File: src/design/lhs_pkg.sv
// Types and constants of the line-of-sight horizon scanner.
// No dependencies.
`default_nettype none

package lhs_pkg;

   localparam int MAX_NODES_DEF = 65536;
   localparam int GRAD_W        = 32;
   localparam int DIST_W        = 32;
   localparam int IDX_OUT_W     = 16;
   localparam int CNT_OUT_W     = 17;

   localparam logic signed [GRAD_W-1:0] GRAD_MIN = {1'b1, {(GRAD_W-1){1'b0}}};

   typedef struct packed {
      logic signed [GRAD_W-1:0] node_gradient;
      logic [DIST_W-1:0]        node_distance;
      logic                     last_node;
   } lhs_req_type;

   typedef struct packed {
      logic signed [GRAD_W-1:0] max_gradient;
      logic [IDX_OUT_W-1:0]     max_gradient_index;
      logic signed [GRAD_W-1:0] max_gradient_before;
      logic [IDX_OUT_W-1:0]     max_before_index;
      logic [IDX_OUT_W-1:0]     horizon_index;
      logic [CNT_OUT_W-1:0]     horizon_count;
      logic [IDX_OUT_W-1:0]     horizon_before_index;
      logic [CNT_OUT_W-1:0]     horizon_before_count;
   } lhs_rsp_type;

   // Running maxima and latest horizon positions (counts kept apart,
   // their width follows the node limit).
   typedef struct packed {
      logic signed [GRAD_W-1:0] best_gradient;
      logic [IDX_OUT_W-1:0]     best_index;
      logic signed [GRAD_W-1:0] best_before_gradient;
      logic [IDX_OUT_W-1:0]     best_before_index;
      logic [IDX_OUT_W-1:0]     peak_index;
      logic [IDX_OUT_W-1:0]     peak_before_index;
   } lhs_track_type;

   localparam lhs_track_type TRACK_RESET = '{
      best_gradient:        GRAD_MIN,
      best_index:           '0,
      best_before_gradient: GRAD_MIN,
      best_before_index:    '0,
      peak_index:           '0,
      peak_before_index:    '0
   };

endpackage

`default_nettype wire

File: src/design/lhs_input_stage.sv
// Input register of the horizon scanner: one beat deep, refills each cycle while its beat is taken.
// Depends on lhs_pkg.
`default_nettype none

module lhs_input_stage (
   input  wire logic                clock,
   input  wire logic                reset,
   input  wire logic                req_valid,
   output logic                     req_stall,
   input  wire lhs_pkg::lhs_req_type req_data,
   input  wire logic                stage_take,
   output logic                     stage_valid,
   output lhs_pkg::lhs_req_type     stage_data
);

   logic                 valid_ff, valid_in;
   lhs_pkg::lhs_req_type data_ff, data_in;
   logic                 load;

   assign req_stall = valid_ff && !stage_take;
   assign load      = req_valid && !req_stall;

   always_comb begin
      valid_in = valid_ff;
      data_in  = data_ff;
      if (load) begin
         valid_in = 1'b1;
         data_in  = req_data;
      end else if (stage_take) begin
         valid_in = 1'b0;
      end
   end

   always_ff @(posedge clock) begin
      if (reset) begin
         valid_ff <= 1'b0;
      end else begin
         valid_ff <= valid_in;
      end
      data_ff <= data_in;
   end

   assign stage_valid = valid_ff;
   assign stage_data  = data_ff;

endmodule

`default_nettype wire

File: src/design/lhs_node_eval.sv
// Evaluates one node: horizon tests against earlier maxima, then max update.
// Depends on lhs_pkg.
`default_nettype none

module lhs_node_eval #(
   parameter int MAX_NODES = lhs_pkg::MAX_NODES_DEF,
   parameter int CNT_W     = $clog2(MAX_NODES + 1)
) (
   input  wire logic                                enable,
   input  wire logic                                has_next,
   input  wire logic [lhs_pkg::DIST_W-1:0]          target,
   input  wire logic [lhs_pkg::IDX_OUT_W-1:0]       idx,
   input  wire logic signed [lhs_pkg::GRAD_W-1:0]   grad,
   input  wire logic [lhs_pkg::DIST_W-1:0]          node_dist,
   input  wire logic signed [lhs_pkg::GRAD_W-1:0]   next_grad,
   input  wire logic [lhs_pkg::DIST_W-1:0]          next_dist,
   input  wire lhs_pkg::lhs_track_type              trk_cur,
   input  wire logic [CNT_W-1:0]                    cnt_cur,
   input  wire logic [CNT_W-1:0]                    cnt_before_cur,
   output lhs_pkg::lhs_track_type                   trk_nxt,
   output logic [CNT_W-1:0]                         cnt_nxt,
   output logic [CNT_W-1:0]                         cnt_before_nxt
);

   localparam logic [CNT_W-1:0] CNT_SAT = CNT_W'(MAX_NODES);

   always_comb begin
      trk_nxt        = trk_cur;
      cnt_nxt        = cnt_cur;
      cnt_before_nxt = cnt_before_cur;
      if (enable) begin
         // horizon tests use maxima of earlier nodes only
         if (has_next && (next_grad < grad)) begin
            if ((next_dist <= target) && (trk_cur.best_before_gradient < grad)) begin
               trk_nxt.peak_before_index = idx;
               if (cnt_before_cur < CNT_SAT) begin
                  cnt_before_nxt = cnt_before_cur + CNT_W'(1);
               end
            end
            if (trk_cur.best_gradient < grad) begin
               trk_nxt.peak_index = idx;
               if (cnt_cur < CNT_SAT) begin
                  cnt_nxt = cnt_cur + CNT_W'(1);
               end
            end
         end
         if ((node_dist < target) && (trk_cur.best_before_gradient < grad)) begin
            trk_nxt.best_before_gradient = grad;
            trk_nxt.best_before_index    = idx;
         end
         if (trk_cur.best_gradient < grad) begin
            trk_nxt.best_gradient = grad;
            trk_nxt.best_index    = idx;
         end
      end
   end

endmodule

`default_nettype wire

File: src/design/lhs_scan_core.sv
// Scan state, held node, and result register of the horizon scanner.
// Depends on lhs_pkg and lhs_node_eval.
`default_nettype none

module lhs_scan_core #(
   parameter int MAX_NODES = lhs_pkg::MAX_NODES_DEF
) (
   input  wire logic                        clock,
   input  wire logic                        reset,
   input  wire logic [lhs_pkg::DIST_W-1:0]  target,
   input  wire logic                        stage_valid,
   input  wire lhs_pkg::lhs_req_type        stage_data,
   output logic                             stage_take,
   output logic                             rsp_valid,
   input  wire logic                        rsp_stall,
   output lhs_pkg::lhs_rsp_type             rsp_data
);

   localparam int IDX_W = (MAX_NODES > 2) ? $clog2(MAX_NODES) : 1;
   localparam int CNT_W = $clog2(MAX_NODES + 1);
   localparam logic [IDX_W-1:0] IDX_LAST = IDX_W'(MAX_NODES - 1);

   logic [IDX_W-1:0]                     node_ctr_ff, node_ctr_in, ctr_after_held;
   logic                                 held_valid_ff, held_valid_in;
   logic signed [lhs_pkg::GRAD_W-1:0]    held_grad_ff, held_grad_in;
   logic [lhs_pkg::DIST_W-1:0]           held_dist_ff, held_dist_in;
   lhs_pkg::lhs_track_type               trk_ff, trk_in, trk_a, trk_b;
   logic [CNT_W-1:0]                     cnt_ff, cnt_in, cnt_a, cnt_b;
   logic [CNT_W-1:0]                     cnt_bef_ff, cnt_bef_in, cnt_bef_a, cnt_bef_b;
   logic                                 rsp_valid_ff, rsp_valid_in;
   lhs_pkg::lhs_rsp_type                 rsp_data_ff, rsp_data_in;

   // a last node needs a free result slot; other nodes always proceed
   assign stage_take = stage_valid &&
                       !(stage_data.last_node && rsp_valid_ff && rsp_stall);

   assign ctr_after_held = !held_valid_ff       ? node_ctr_ff :
                           (node_ctr_ff == IDX_LAST) ? '0 :
                           node_ctr_ff + IDX_W'(1);

   // held node, judged against the new beat as its successor
   lhs_node_eval #(.MAX_NODES(MAX_NODES), .CNT_W(CNT_W)) u_eval_held (
      .enable         (held_valid_ff),
      .has_next       (1'b1),
      .target         (target),
      .idx            (lhs_pkg::IDX_OUT_W'(node_ctr_ff)),
      .grad           (held_grad_ff),
      .node_dist      (held_dist_ff),
      .next_grad      (stage_data.node_gradient),
      .next_dist      (stage_data.node_distance),
      .trk_cur        (trk_ff),
      .cnt_cur        (cnt_ff),
      .cnt_before_cur (cnt_bef_ff),
      .trk_nxt        (trk_a),
      .cnt_nxt        (cnt_a),
      .cnt_before_nxt (cnt_bef_a)
   );

   // last node of the line: no successor
   lhs_node_eval #(.MAX_NODES(MAX_NODES), .CNT_W(CNT_W)) u_eval_last (
      .enable         (1'b1),
      .has_next       (1'b0),
      .target         (target),
      .idx            (lhs_pkg::IDX_OUT_W'(ctr_after_held)),
      .grad           (stage_data.node_gradient),
      .node_dist      (stage_data.node_distance),
      .next_grad      (stage_data.node_gradient),
      .next_dist      (stage_data.node_distance),
      .trk_cur        (trk_a),
      .cnt_cur        (cnt_a),
      .cnt_before_cur (cnt_bef_a),
      .trk_nxt        (trk_b),
      .cnt_nxt        (cnt_b),
      .cnt_before_nxt (cnt_bef_b)
   );

   always_comb begin
      node_ctr_in   = node_ctr_ff;
      held_valid_in = held_valid_ff;
      held_grad_in  = held_grad_ff;
      held_dist_in  = held_dist_ff;
      trk_in        = trk_ff;
      cnt_in        = cnt_ff;
      cnt_bef_in    = cnt_bef_ff;
      rsp_valid_in  = rsp_valid_ff && rsp_stall;
      rsp_data_in   = rsp_data_ff;
      if (stage_take) begin
         if (!stage_data.last_node) begin
            node_ctr_in   = ctr_after_held;
            held_valid_in = 1'b1;
            held_grad_in  = stage_data.node_gradient;
            held_dist_in  = stage_data.node_distance;
            trk_in        = trk_a;
            cnt_in        = cnt_a;
            cnt_bef_in    = cnt_bef_a;
         end else begin
            node_ctr_in   = '0;
            held_valid_in = 1'b0;
            trk_in        = lhs_pkg::TRACK_RESET;
            cnt_in        = '0;
            cnt_bef_in    = '0;
            rsp_valid_in  = 1'b1;
            rsp_data_in.max_gradient         = trk_b.best_gradient;
            rsp_data_in.max_gradient_index   = trk_b.best_index;
            rsp_data_in.max_gradient_before  = trk_b.best_before_gradient;
            rsp_data_in.max_before_index     = trk_b.best_before_index;
            rsp_data_in.horizon_index        = trk_b.peak_index;
            rsp_data_in.horizon_count        = lhs_pkg::CNT_OUT_W'(cnt_b);
            rsp_data_in.horizon_before_index = trk_b.peak_before_index;
            rsp_data_in.horizon_before_count = lhs_pkg::CNT_OUT_W'(cnt_bef_b);
         end
      end
   end

   always_ff @(posedge clock) begin
      if (reset) begin
         node_ctr_ff   <= '0;
         held_valid_ff <= 1'b0;
         trk_ff        <= lhs_pkg::TRACK_RESET;
         cnt_ff        <= '0;
         cnt_bef_ff    <= '0;
         rsp_valid_ff  <= 1'b0;
      end else begin
         node_ctr_ff   <= node_ctr_in;
         held_valid_ff <= held_valid_in;
         trk_ff        <= trk_in;
         cnt_ff        <= cnt_in;
         cnt_bef_ff    <= cnt_bef_in;
         rsp_valid_ff  <= rsp_valid_in;
      end
      held_grad_ff <= held_grad_in;
      held_dist_ff <= held_dist_in;
      rsp_data_ff  <= rsp_data_in;
   end

   assign rsp_valid = rsp_valid_ff;
   assign rsp_data  = rsp_data_ff;

endmodule

`default_nettype wire

File: src/design/los_horizon_scanner_unit.sv
// A last-node beat passes the input register and then the result register before its summary shows on rsp_.
// Throughput: one node beat per cycle; the input stalls only when a last node finds
// the result register still full and stalled.
// Reset (synchronous, active high) clears the scan state, the held node, both
// valid flags and target_distance (to 0).
// Depends on lhs_pkg, lhs_input_stage, lhs_scan_core, lhs_node_eval.
`default_nettype none

module los_horizon_scanner_unit #(
   parameter int MAX_NODES = lhs_pkg::MAX_NODES_DEF
) (
   input  wire logic                        clock,
   input  wire logic                        reset,
   // node beats in
   input  wire logic                        req_valid,
   output logic                             req_stall,
   input  wire lhs_pkg::lhs_req_type        req_data,
   // summary beats out, one per line of sight
   output logic                             rsp_valid,
   input  wire logic                        rsp_stall,
   output lhs_pkg::lhs_rsp_type             rsp_data,
   // target_distance register, write only
   input  wire logic                        csr_write_en,
   input  wire logic [lhs_pkg::DIST_W-1:0]  csr_write_data
);

   logic [lhs_pkg::DIST_W-1:0] target_ff, target_in;
   logic                       stage_valid;
   logic                       stage_take;
   lhs_pkg::lhs_req_type       stage_data;

   // Target distance, unsigned Q24.8. The user must write it only while idle; the block does not enforce this.
   assign target_in = csr_write_en ? csr_write_data : target_ff;

   always_ff @(posedge clock) begin
      if (reset) begin
         target_ff <= '0;
      end else begin
         target_ff <= target_in;
      end
   end

   // Input register: decouples req_stall from the result side except when
   // a last node is blocked behind an untaken summary.
   lhs_input_stage u_input (
      .clock       (clock),
      .reset       (reset),
      .req_valid   (req_valid),
      .req_stall   (req_stall),
      .req_data    (req_data),
      .stage_take  (stage_take),
      .stage_valid (stage_valid),
      .stage_data  (stage_data)
   );

   // Core: the previous node is held back one beat so it can be compared
   // against its successor. On a last node both the held node and the last
   // node are folded in during the same cycle, the summary lands in the
   // result register, and the scan state returns to its reset values.
   lhs_scan_core #(.MAX_NODES(MAX_NODES)) u_core (
      .clock       (clock),
      .reset       (reset),
      .target      (target_ff),
      .stage_valid (stage_valid),
      .stage_data  (stage_data),
      .stage_take  (stage_take),
      .rsp_valid   (rsp_valid),
      .rsp_stall   (rsp_stall),
      .rsp_data    (rsp_data)
   );

endmodule

`default_nettype wire

File: config.mk
export PLATFORM = sky130hd
export DESIGN_NAME = los_horizon_scanner_unit
export DESIGN_NICKNAME = d
export VERILOG_FILES = /design/src/design/lhs_pkg.sv /design/src/design/lhs_input_stage.sv /design/src/design/lhs_node_eval.sv /design/src/design/lhs_scan_core.sv /design/src/design/los_horizon_scanner_unit.sv
export SDC_FILE = /design/constraint.sdc
export NUM_CORES = 1
export LEC_CHECK = 0
export BUFFER_PORTS_ARGS = -buffer_cell sky130_fd_sc_hd__buf_2
export CORE_ASPECT_RATIO = 1.25
export CORE_MARGIN = 8
export CORE_UTILIZATION = 45
export CTS_BUF_LIST = sky130_fd_sc_hd__clkbuf_8 sky130_fd_sc_hd__clkbuf_16
export DETAILED_ROUTE_END_ITERATION = 10
export HOLD_SLACK_MARGIN = 0.03
export PLACE_DENSITY = 0.74
export SLEW_MARGIN = 40
export SYNTH_ARGS = -nofsm -noshare
export SYNTH_HDL_FRONTEND = slang
export SYNTH_SLANG_ARGS = --single-unit
File: constraint.sdc
create_clock -name clock -period 27.1 [get_ports clock]
set_clock_uncertainty 0.15 [all_clocks]
set_input_delay 2.71 -clock clock [delete_from_list [all_inputs] [get_ports clock]]
set_output_delay 2.71 -clock clock [all_outputs]
set_load 0.005 [all_outputs]
Word-level counts from Yosys, hierarchy flattened
Cells that the tools add are included.

word-level totals
  register bits after elaboration = 504
  logic and storage cells = 83

cells by class
  $add $sub $neg = 3
  magnitude comparators = 10
  bitwise logic cells = 1
  reduce and logical (&&, ||, !) cells = 15
  equal/unequal tests = 1
  muxes and demuxes = 27

operator list
  operator                                       number
  two-way mux 128 bit                            2
  < comparator 32 bit                            7
  two-way mux 48 bit                             4
  two-way mux 17 bit                             10
  two-way mux 16 bit                             5
  adder 17 x 1 -> 17 bit, second input constant  2
  < comparator 17 bit, second input constant     2
  less-or-equal comparator 32 bit                1
  two-way mux 32 bit                             1
  adder 16 x 1 -> 16 bit, second input constant  1
  equality test 16 bit, second input constant    1
  logical AND 1 bit                              9
  two-way mux 1 bit                              5
  AND reduction 2 bit                            2
  zero test 1 bit                                3
  nonzero test 2 bit                             1
  inverter 1 bit                                 1

Logic depth before layout (Yosys ltp)
  word-level depth = 9
  gate-level depth with buffers = 27
  mapped depth without buffers = 23

Modules after synthesis
From an unflattened synthesis, not the netlist that was laid out.

second synthesis, totals
  cell total of the unflattened synthesis = 2741
  area, all modules = 29253.1 um^2

modules (own cells, without submodules)
  module                    instances  area an instance (um^2)  cells each  seq. area each (um^2)
  lhs_scan_core             1          13745.7                  1107        10390.0
  lhs_node_eval             2          6170.9                   731         0.0
  lhs_input_stage           1          2001.9                   69          1971.9
  los_horizon_scanner_unit  1          1163.6                   103         640.6

Worst setup path after synthesis
No wires, ideal clock.

  path kind = in2reg
  start = in rsp_stall
  end = reg u_core.rsp_data_ff, in the netlist u_core.rsp_data[0] (enable)
  library setup time = 0.688 ns
  setup slack = 16.419 ns
  arrival = 9.843 ns
  stages = 4
  cell sequence = nand3_1 nand2_1 clkbuf_1 nor2_1

between the ends
  longest elaborated chain between the ends = 4

ends and longest elaborated chain
  what                           line                            source
  start, declared                los_horizon_scanner_unit.sv:20  input wire logic rsp_stall,
  logical AND 1 bit              lhs_scan_core.sv:35             !(stage_data.last_node && rsp_valid_ff && rsp_stall);
  zero test 1 bit                lhs_scan_core.sv:35
  logical AND 1 bit              lhs_scan_core.sv:34             assign stage_take = stage_valid &&
  AND reduction 2 bit (no line)  n/a
  end signal, assigned           lhs_scan_core.sv:133            rsp_data_ff <= rsp_data_in;
  end, declared                  lhs_scan_core.sv:31             lhs_pkg::lhs_rsp_type rsp_data_ff, rsp_data_in;

Every way passes these cells.
A chain may end at the register's enable or synchronous reset.

==> results.toml <==
[timing]
period_minus_slack_ns = 8.137
period_share_pct = 30.03
max_freq_mhz = 122.9
slew_headroom_pct = 47.11
maxSlewViolCount = 0
tns_ns = 0
final-setup-viol-count = 0
rsz0062_at_grt = "no"
hold_viol = 0
worstMarginPinSlew_ns = 0.7934

[logic_synthesis]
synth_warnings = 0
synth_flop_cell = "edfxtp_1"
syn_nets = 2596
synth_edf_count = 291
netlist_area_um2 = 24920
synth.avg_cell_area_um2 = 10.96
ys_seq_elements = 504
synth.distinct_cells = 79
synthCells = 2273
ys_seq_area_share_pct = 52.17
async_flop_share_pct = 0

[grt]
grt_pass1_vias = 18760
grt_max_degree = 77
gr-total-overflow = 0
grt.total_usage_pct = 21.39
grt_pass1_wl_um = 106600
antenna_found_initial = 4

[die]
rows = 96
die_x_um = 226.5
ios = 266
die_area_um2 = 63210
die_h_um = 279.1
start_util_pct = 45.50
coreArea_um2 = 54770

[clock_tree]
postCtsSetupBuffers = 0
cts_hold_buf = 0
numClockSinks = 504
ctsHtreeMaxLevel = 2
clock_latency_ns = 0.61
cts_resized = 0
clk_pin_slew_worst_paths_ns = 0.06
clock_tree.buffer_depth = 3
cts_tree = "yes"
ctsRootBufferMaster = "clkbuf_16"
numCtsBuffers = 51

[power]
vdd_drop_max_mv = 0.04794
p_leak_uw = 0.01184
p_per_area_nw_per_um2 = 60.36

[critical_path]
path_max_fanout = 33
cp_num_buf_inv = 5
crit_top_cell = "buf_4"
cp-start-kind = "flip-flop"
worst_path_max_delay_cell = "nor2_4"
critPathArrivalTime_ns = 8.33
timing.rr.start = "u_core.held_grad_ff[25]$_DFFE_PP_"
crit_start = "u_core.held_grad_ff[25]$_DFFE_PP_"
critPathTopFamily = "simple AND/OR/NAND/NOR gates"
worstSetupPathType = "flip-flop to flip-flop"
critPathCaptureType = "flip-flop"
cp_slowest_stage_delay_ns = 0.59
cp.required_ns = 27.30

[place]
dp_hpwl_um = 49780
gp_congestion = 0.8721
port_buffers = 265
dpl.cell_count = 3178

[routing]
vias = 18740
postRouteWirelength_um = 70120
ant_nets = 0
drt-pass1-iter-count = 6
wire_per_inst_um = 21.40
drc_errors = 0
via_per_inst = 5.717
drt-initial-drc-count = 1560

[finish]
drive_gt1_share_pct = 19.57
fin_cells = 3277
layout_common_cells = "edfxtp_1, buf_2, nor2_1, ha_1, dfxtp_1"
layout.nets = 2820
fillers = 4751
area_delta_synth_final_pct = 15.49
layout_commonest_cell = "edfxtp_1"

[worst_hold_path]
worstHoldPathType = "flip-flop to flip-flop"
holdCritStartpoint = "u_input.stage_data[1]$_DFFE_PP_"

[flow_run]
drv_cap = 0

[status]
outcome = "finished clean"
registers in the layout (all words and copies together), names as in the netlist:
signal                flops
u_core.rsp_data         162
u_core.trk_ff           128
u_input.stage_data       65
target_ff                32
u_core.held_dist_ff      32
u_core.held_grad_ff      32
u_core.cnt_bef_ff        17
u_core.cnt_ff            17
u_core.node_ctr_ff       16
u_core.held_valid_ff      1
u_core.rsp_valid          1
u_input.stage_valid       1
Yosys cell counts, types with 4 or more instances:
| library cell | n | area [um2] |
|---|---|---|
| a2111oi_0 | 5 | 43.79 |
| a211oi_1 | 12 | 90.09 |
| a21o_1 | 49 | 367.9 |
| a21oi_1 | 104 | 520.5 |
| a22o_1 | 37 | 324.1 |
| a22oi_1 | 103 | 773.2 |
| a31oi_1 | 13 | 81.33 |
| a41oi_1 | 6 | 52.55 |
| and2_1 | 9 | 56.30 |
| and3_1 | 11 | 68.82 |
| and4_1 | 6 | 52.55 |
| buf_1 | 12 | 45.04 |
| buf_2 | 11 | 55.05 |
| clkbuf_1 | 92 | 345.3 |
| dfxtp_1 | 213 | 4264 |
| edfxtp_1 | 291 | 8738 |
| ha_1 | 221 | 2765 |
| inv_1 | 121 | 454.2 |
| mux2_2 | 81 | 912.1 |
| mux2i_1 | 59 | 590.6 |
| nand2_1 | 131 | 491.7 |
| nand2b_1 | 16 | 100.1 |
| nand3_1 | 35 | 175.2 |
| nand4_1 | 34 | 212.7 |
| nor2_1 | 234 | 878.3 |
| nor2b_1 | 14 | 87.58 |
| nor3_1 | 21 | 105.1 |
| nor4_1 | 6 | 37.54 |
| o211ai_1 | 11 | 82.58 |
| o21a_1 | 11 | 82.58 |
| o21ai_0 | 161 | 805.8 |
| o21ai_1 | 7 | 35.03 |
| o221a_2 | 5 | 56.30 |
| o311ai_0 | 4 | 35.03 |
| o31ai_1 | 10 | 75.07 |
| o41ai_1 | 4 | 35.03 |
| or3_1 | 10 | 62.56 |
| or4_1 | 7 | 52.55 |
| xnor2_1 | 28 | 245.2 |
| xor2_1 | 8 | 70.07 |
worst paths after layout:
path	cells past startpoint	slack (ns)	end
worst max register to register	25	18.96	u_core.rsp_data[106]$_DFFE_PP_
worst max-delay path	25	18.96	u_core.rsp_data[106]$_DFFE_PP_
worst min-delay path	0	0.31	u_core.held_dist_ff[0]$_DFFE_PP_
worst min register to register	0	0.31	u_core.held_dist_ff[0]$_DFFE_PP_
stage by stage:
stage	instance area, um2	power, uW	hold slack (ns)	utilization, %	worst slack [ns]
floorplan	24920	949.9	0.2764	-	16.42
global placement	26900	1000	0.2841	49.12	18.86
detailed placement	26960	1005	0.2896	49.23	19.01
CTS	28750	1752	0.3091	52.49	18.97
global route	28780	1795	0.3116	52.55	18.50
finish	28780	1737	0.3051	52.55	18.96
cells by family after synthesis:
family | after synthesis | synth area share [%]
AOI/OAI and AO/OA | 576 | 15.30
and+or+nand+nor | 554 | 10.34
DFF | 504 | 52.17
buffers and inverters | 242 | 3.790
adders and majority gates | 221 | 11.10
muxes | 140 | 6.030
xor gates and xnor gates | 36 | 1.265
where the power goes:
group          leakage, uW  switching [uW]  total (uW)  internal, uW
clock             0.000910             307         747           440
sequential         0.00452            12.1         845           833
combinational      0.00641            93.0         145          52.2
total               0.0118             413        1740          1320
layer usage:
layer,up-vias,global-route usage [%],part of all wire (%)
met2,600,37.22,50
li1,8872,-,-
met3,162,3.769,6.1
met1,9097,25.37,39
met4,4,9.929,4.4
met5,-,0,0.031
layout make-up:
| type | count | area, um2 | share of cell area [%] |
|---|---|---|---|
| diodes | 2 | 5.005 | 0.01739 |
| clock buffers | 59 | 1409 | 4.895 |
| clock inverters | 37 | 381.6 | 1.326 |
| inverters | 123 | 464.2 | 1.613 |
| multi-input cells | 1527 | 11040 | 38.34 |
| flip-flops and latches | 504 | 13000 | 45.17 |
| well taps | 735 | 919.6 | 3.195 |
| repair buffers | 290 | 1565 | 5.438 |
Note: power is estimated with default switching activity, not from simulation.
